### src/design/cps_pkg.sv
// shared types and constants for the closest point on segment block
// no dependencies
`timescale 1ns / 1ps
`default_nettype none

package cps_pkg;

    // width of every coordinate port
    localparam int unsigned PORT_W = 32;

    // entries of the queue between front and back
    localparam int unsigned QUEUE_DEPTH = 4;

    // where the nearest point lies
    typedef enum logic [1:0] {
        WHERE_INSIDE = 2'd0,
        WHERE_A      = 2'd1,
        WHERE_B      = 2'd2
    } where_t;

endpackage

`default_nettype wire

### src/design/cps_fifo.sv
// short queue between the front end and the divider pipeline
// depends on cps_pkg
`timescale 1ns / 1ps
`default_nettype none

module cps_fifo #(
    parameter int unsigned DW = 8
) (
    input  wire logic          aclk,
    input  wire logic          aresetn,
    input  wire logic          push,
    input  wire logic [DW-1:0] wr_data,
    output logic               full,
    input  wire logic          pop,
    output logic               not_empty,
    output logic [DW-1:0]      rd_data
);

    localparam int unsigned PTR_W = $clog2(cps_pkg::QUEUE_DEPTH);

    logic [DW-1:0]    mem_reg [cps_pkg::QUEUE_DEPTH];
    logic [PTR_W-1:0] wr_ptr_reg, rd_ptr_reg;
    logic [PTR_W:0]   count_reg;
    logic             do_pop;

    assign full      = count_reg == (PTR_W+1)'(cps_pkg::QUEUE_DEPTH);
    assign not_empty = count_reg != '0;
    assign do_pop    = pop && not_empty;
    assign rd_data   = mem_reg[rd_ptr_reg];

    // pointers and fill count
    always_ff @(posedge aclk) begin
        if (!aresetn) begin
            wr_ptr_reg <= '0;
            rd_ptr_reg <= '0;
            count_reg  <= '0;
        end else begin
            if (push) begin
                wr_ptr_reg <= wr_ptr_reg + 1'b1;
            end
            if (do_pop) begin
                rd_ptr_reg <= rd_ptr_reg + 1'b1;
            end
            if (push && !do_pop) begin
                count_reg <= count_reg + 1'b1;
            end else if (do_pop && !push) begin
                count_reg <= count_reg - 1'b1;
            end
        end
    end

    // storage
    always_ff @(posedge aclk) begin
        if (push) begin
            mem_reg[wr_ptr_reg] <= wr_data;
        end
    end

endmodule

`default_nettype wire

### config.mk
export PLATFORM = sky130hd
export DESIGN_NAME = cps_fifo
export DESIGN_NICKNAME = d
export VERILOG_FILES = /design/src/design/cps_pkg.sv /design/src/design/cps_fifo.sv
export SDC_FILE = /design/constraint.sdc
export NUM_CORES = 1
export LEC_CHECK = 0
export BUFFER_PORTS_ARGS = -buffer_cell sky130_fd_sc_hd__clkbuf_2
export CAP_MARGIN = 40
export CORE_ASPECT_RATIO = 0.6
export CORE_MARGIN = 10
export CORE_UTILIZATION = 54
export DETAILED_ROUTE_END_ITERATION = 12
export GPL_ROUTABILITY_DRIVEN = 0
export MAX_ROUTING_LAYER = met4
export PLACE_DENSITY = 0.86
export SYNTH_ARGS = -nofsm -noshare
export SYNTH_HDL_FRONTEND = slang
export SYNTH_SLANG_ARGS = --single-unit
### constraint.sdc
create_clock -name aclk -period 4.2 [get_ports aclk]
set_input_delay 0.21 -clock aclk [delete_from_list [all_inputs] [get_ports aclk]]
set_output_delay 0.21 -clock aclk [all_outputs]
set_load 0.01 [all_outputs]
==> metrics.yaml <==
final_layout:
  stdcell_count: 154
  n_antenna_cell: 0
  n_fill_cell: 207
  largest_reg_flops: 32
  syn_to_final_growth_pct: 16.30
  layout.nets: 129
  fin_area_sq_um: 1893
  drive_above_1_share_pct: 34.82
power:
  seq_power_share_pct: 49.2
  p_per_area_nw_per_um2: 578.1
  p_switching_w: 0.0002858
  ir_drop_mv: 0.3410
  pwr-share-clk_pct: 29.1
  swShare_pct: 26.11
  power_leakage_nw: 0.6826
  intPower_w: 0.0008087
  combinationalPowerShare_pct: 21.7
synth:
  netlist_instances: 85
  avgSynthCellArea_sq_um: 19.15
  synth-seq-cells: 41
  netlist_top_cells_area: "edfxtp_1, dfxtp_1, mux4_2"
  yosysWarnings: 0
  synth_fp_nets: 103
  ys_async_sr_fraction_pct: 0
  synth_edf_count: 32
  synth_cell_type_count: 20
  ys.flop_type: "edfxtp_1"
  synthesis.area_sq_um: 1628
  synth_area_leader_cell: "edfxtp_1"
  synth_top_area_share_pct: 59.03
  yosysSeqAreaShare_pct: 70.10
  post-synth-top-count-cell: "edfxtp_1"
  synth_commonest_cells: "edfxtp_1, and2_1, dfxtp_1"
cts:
  ctsHoldBuffers: 0
  cts.path.max_buffers: 2
  clk_pin_slew_ns: 0.07
  cts_buffers: 5
  root_buffer: "clkbuf_8"
  post_cts_buffers: 0
  insertion_delay_ns: 0.29
  cts_tree: "done"
  cts_max_level: 2
  post_cts_resized: 0
  cts.sinks: 41
job:
  cap_viol_max_count: 0
floorplan:
  rows: 15
  dieArea_sq_um: 5683
  coreArea_sq_um: 2872
  ioPinCount: 22
  die_y_microns: 62.53
  initial_core_util_pct: 56.69
  die_w_microns: 90.88
timing:
  slew_violations: 0
  post-route-period-util_pct: 50.64
  finalClockSkew_ns: 0.005476
  slew_headroom_pct: 63.38
  period_needed_ns: 2.127
  max_freq_mhz: 470.2
  setup_viol: 0
  fin_ws_ns: 2.073
  tightest_slew_ns: 0.5485
  setup-tns-final_ns: 0
  grt_setup_unrepaired: "false"
  hold_viol: 0
worst_setup_path:
  required_ns: 4.42
  cp-startpoint: "count_reg[1]$_SDFFE_PN0P_"
  crit_path_start_kind: "flop"
  end_kind: "flop"
  crit_type: "reg2reg"
  cp_data_arrival_time_ns: 2.35
  path_max_fanout: 6
  reg2reg_from: "count_reg[1]$_SDFFE_PN0P_"
grt:
  grt_max_degree: 13
  antenna_found_initial: 0
  grt_overflow: 0
  grt_use_total_pct: 10.60
  grt_pass1_wl_microns: 4436
  grt_pass1_vias: 893
routing:
  drt_pass1_iterations: 4
  wl_microns: 2689
  drc: 0
  vias_per_cell: 5.162
  drtIter0Drc: 68
  via_count: 795
  wl_per_cell_microns: 17.46
  drtAntennaViolNets: 0
placement:
  dpl_cell_area_sq_um: 1777
  post-dp-hpwl_microns: 1987
  io_buffers: 21
  place_inst: 146
  pre_cts_ws_ns: 2.085
status:
  status: "finished clean"
min_path:
  min_from: "wr_data[7]"
  min_path_type: "in2reg"
-- power by group through the flow --
stage | clock [W] | combinational [W] | sequential [W]
finish | 0.000319 | 0.000238 | 0.000538
global route | 0.000345 | 0.000261 | 0.000550
CTS | 0.000326 | 0.000243 | 0.000541
detailed placement | 0 | 0.000241 | 0.000551
global placement | 0 | 0.000229 | 0.000545
floorplan | 0 | 0.000191 | 0.000514
-- final timing paths --
check                                to  slack, ns  depth (start not counted)
max           count_reg[2]$_SDFFE_PN0P_       2.07                          7
min             mem_reg[2][7]$_DFFE_PP_       0.14                          1
max reg2reg   count_reg[2]$_SDFFE_PN0P_       2.07                          7
min reg2reg  wr_ptr_reg[1]$_SDFFE_PN0P_       0.58                          2
-- routing by layer --
layer  global-route usage (%)  vias up  routed length [microns]
met2                    15.68       18                     1322
met1                    12.13      391                     1197
met3                    5.635        3                      140
li1                         -      383                        -
met4                    3.502        0                       28
met5                        -        -                        0
-- metrics by stage --
stage                     utilization, %  total power [W]  hold WS, ns
after detailed placement           61.87        0.0007916       0.4372
after floorplan                        -        0.0007045       0.3089
final                              65.93         0.001094       0.1373
after CTS                          65.93         0.001110       0.1290
after global routing               65.93         0.001156       0.1296
after global placement             61.87        0.0007738       0.4233
-- area by class of cell --
| cell class | count | area [sq um] | area share (%) |
|---|---|---|---|
| inverters | 3 | 11.26 | 0.5948 |
| flip-flops and latches | 41 | 1141 | 60.28 |
| clock inverters | 1 | 30.03 | 1.586 |
| clock buffers | 7 | 86.33 | 4.560 |
| well taps | 42 | 52.55 | 2.776 |
| multi-input cells | 39 | 466.7 | 24.65 |
| repair buffers | 21 | 105.1 | 5.552 |
-- layout by cell type (no fill, tap or decap), drive strengths merged --
master  netlist  routed
a21boi        1       1
and2          9       9
bufinv        0       1
clkbuf        1      28
dfxtp         9       9
edfxtp       32      32
fa            1       1
ha            5       5
inv           3       3
mux2i         2       2
mux4          8       8
nor2b         2       2
nor3b         1       1
o21ai         1       1
o311ai        1       1
o31ai         1       1
or3           2       2
xnor2         3       3
xor2          2       2
-- cells by family after synthesis --
kind of cell	count (synthesis)	synth area share, %
multiplexers	10	12.30
buffers and inverters	5	1.229
AND/OR/NAND/NOR	14	5.534
AO/OA/AOI/OAI	4	3.075
flip-flops	41	70.10
XOR/XNOR	5	2.691
adder cells (fa/ha/maj)	6	5.073
-- critical path, stage by stage, from the launching register on --
cell,delay [ns]
dfxtp_1,0.39
o31ai_4,0.32
ha_1,0.24
inv_1,0.06
fa_1,0.38
xor2_1,0.19
or3_1,0.31
a21boi_0,0.17
No activity file was read; power rests on OpenSTA's default activity.
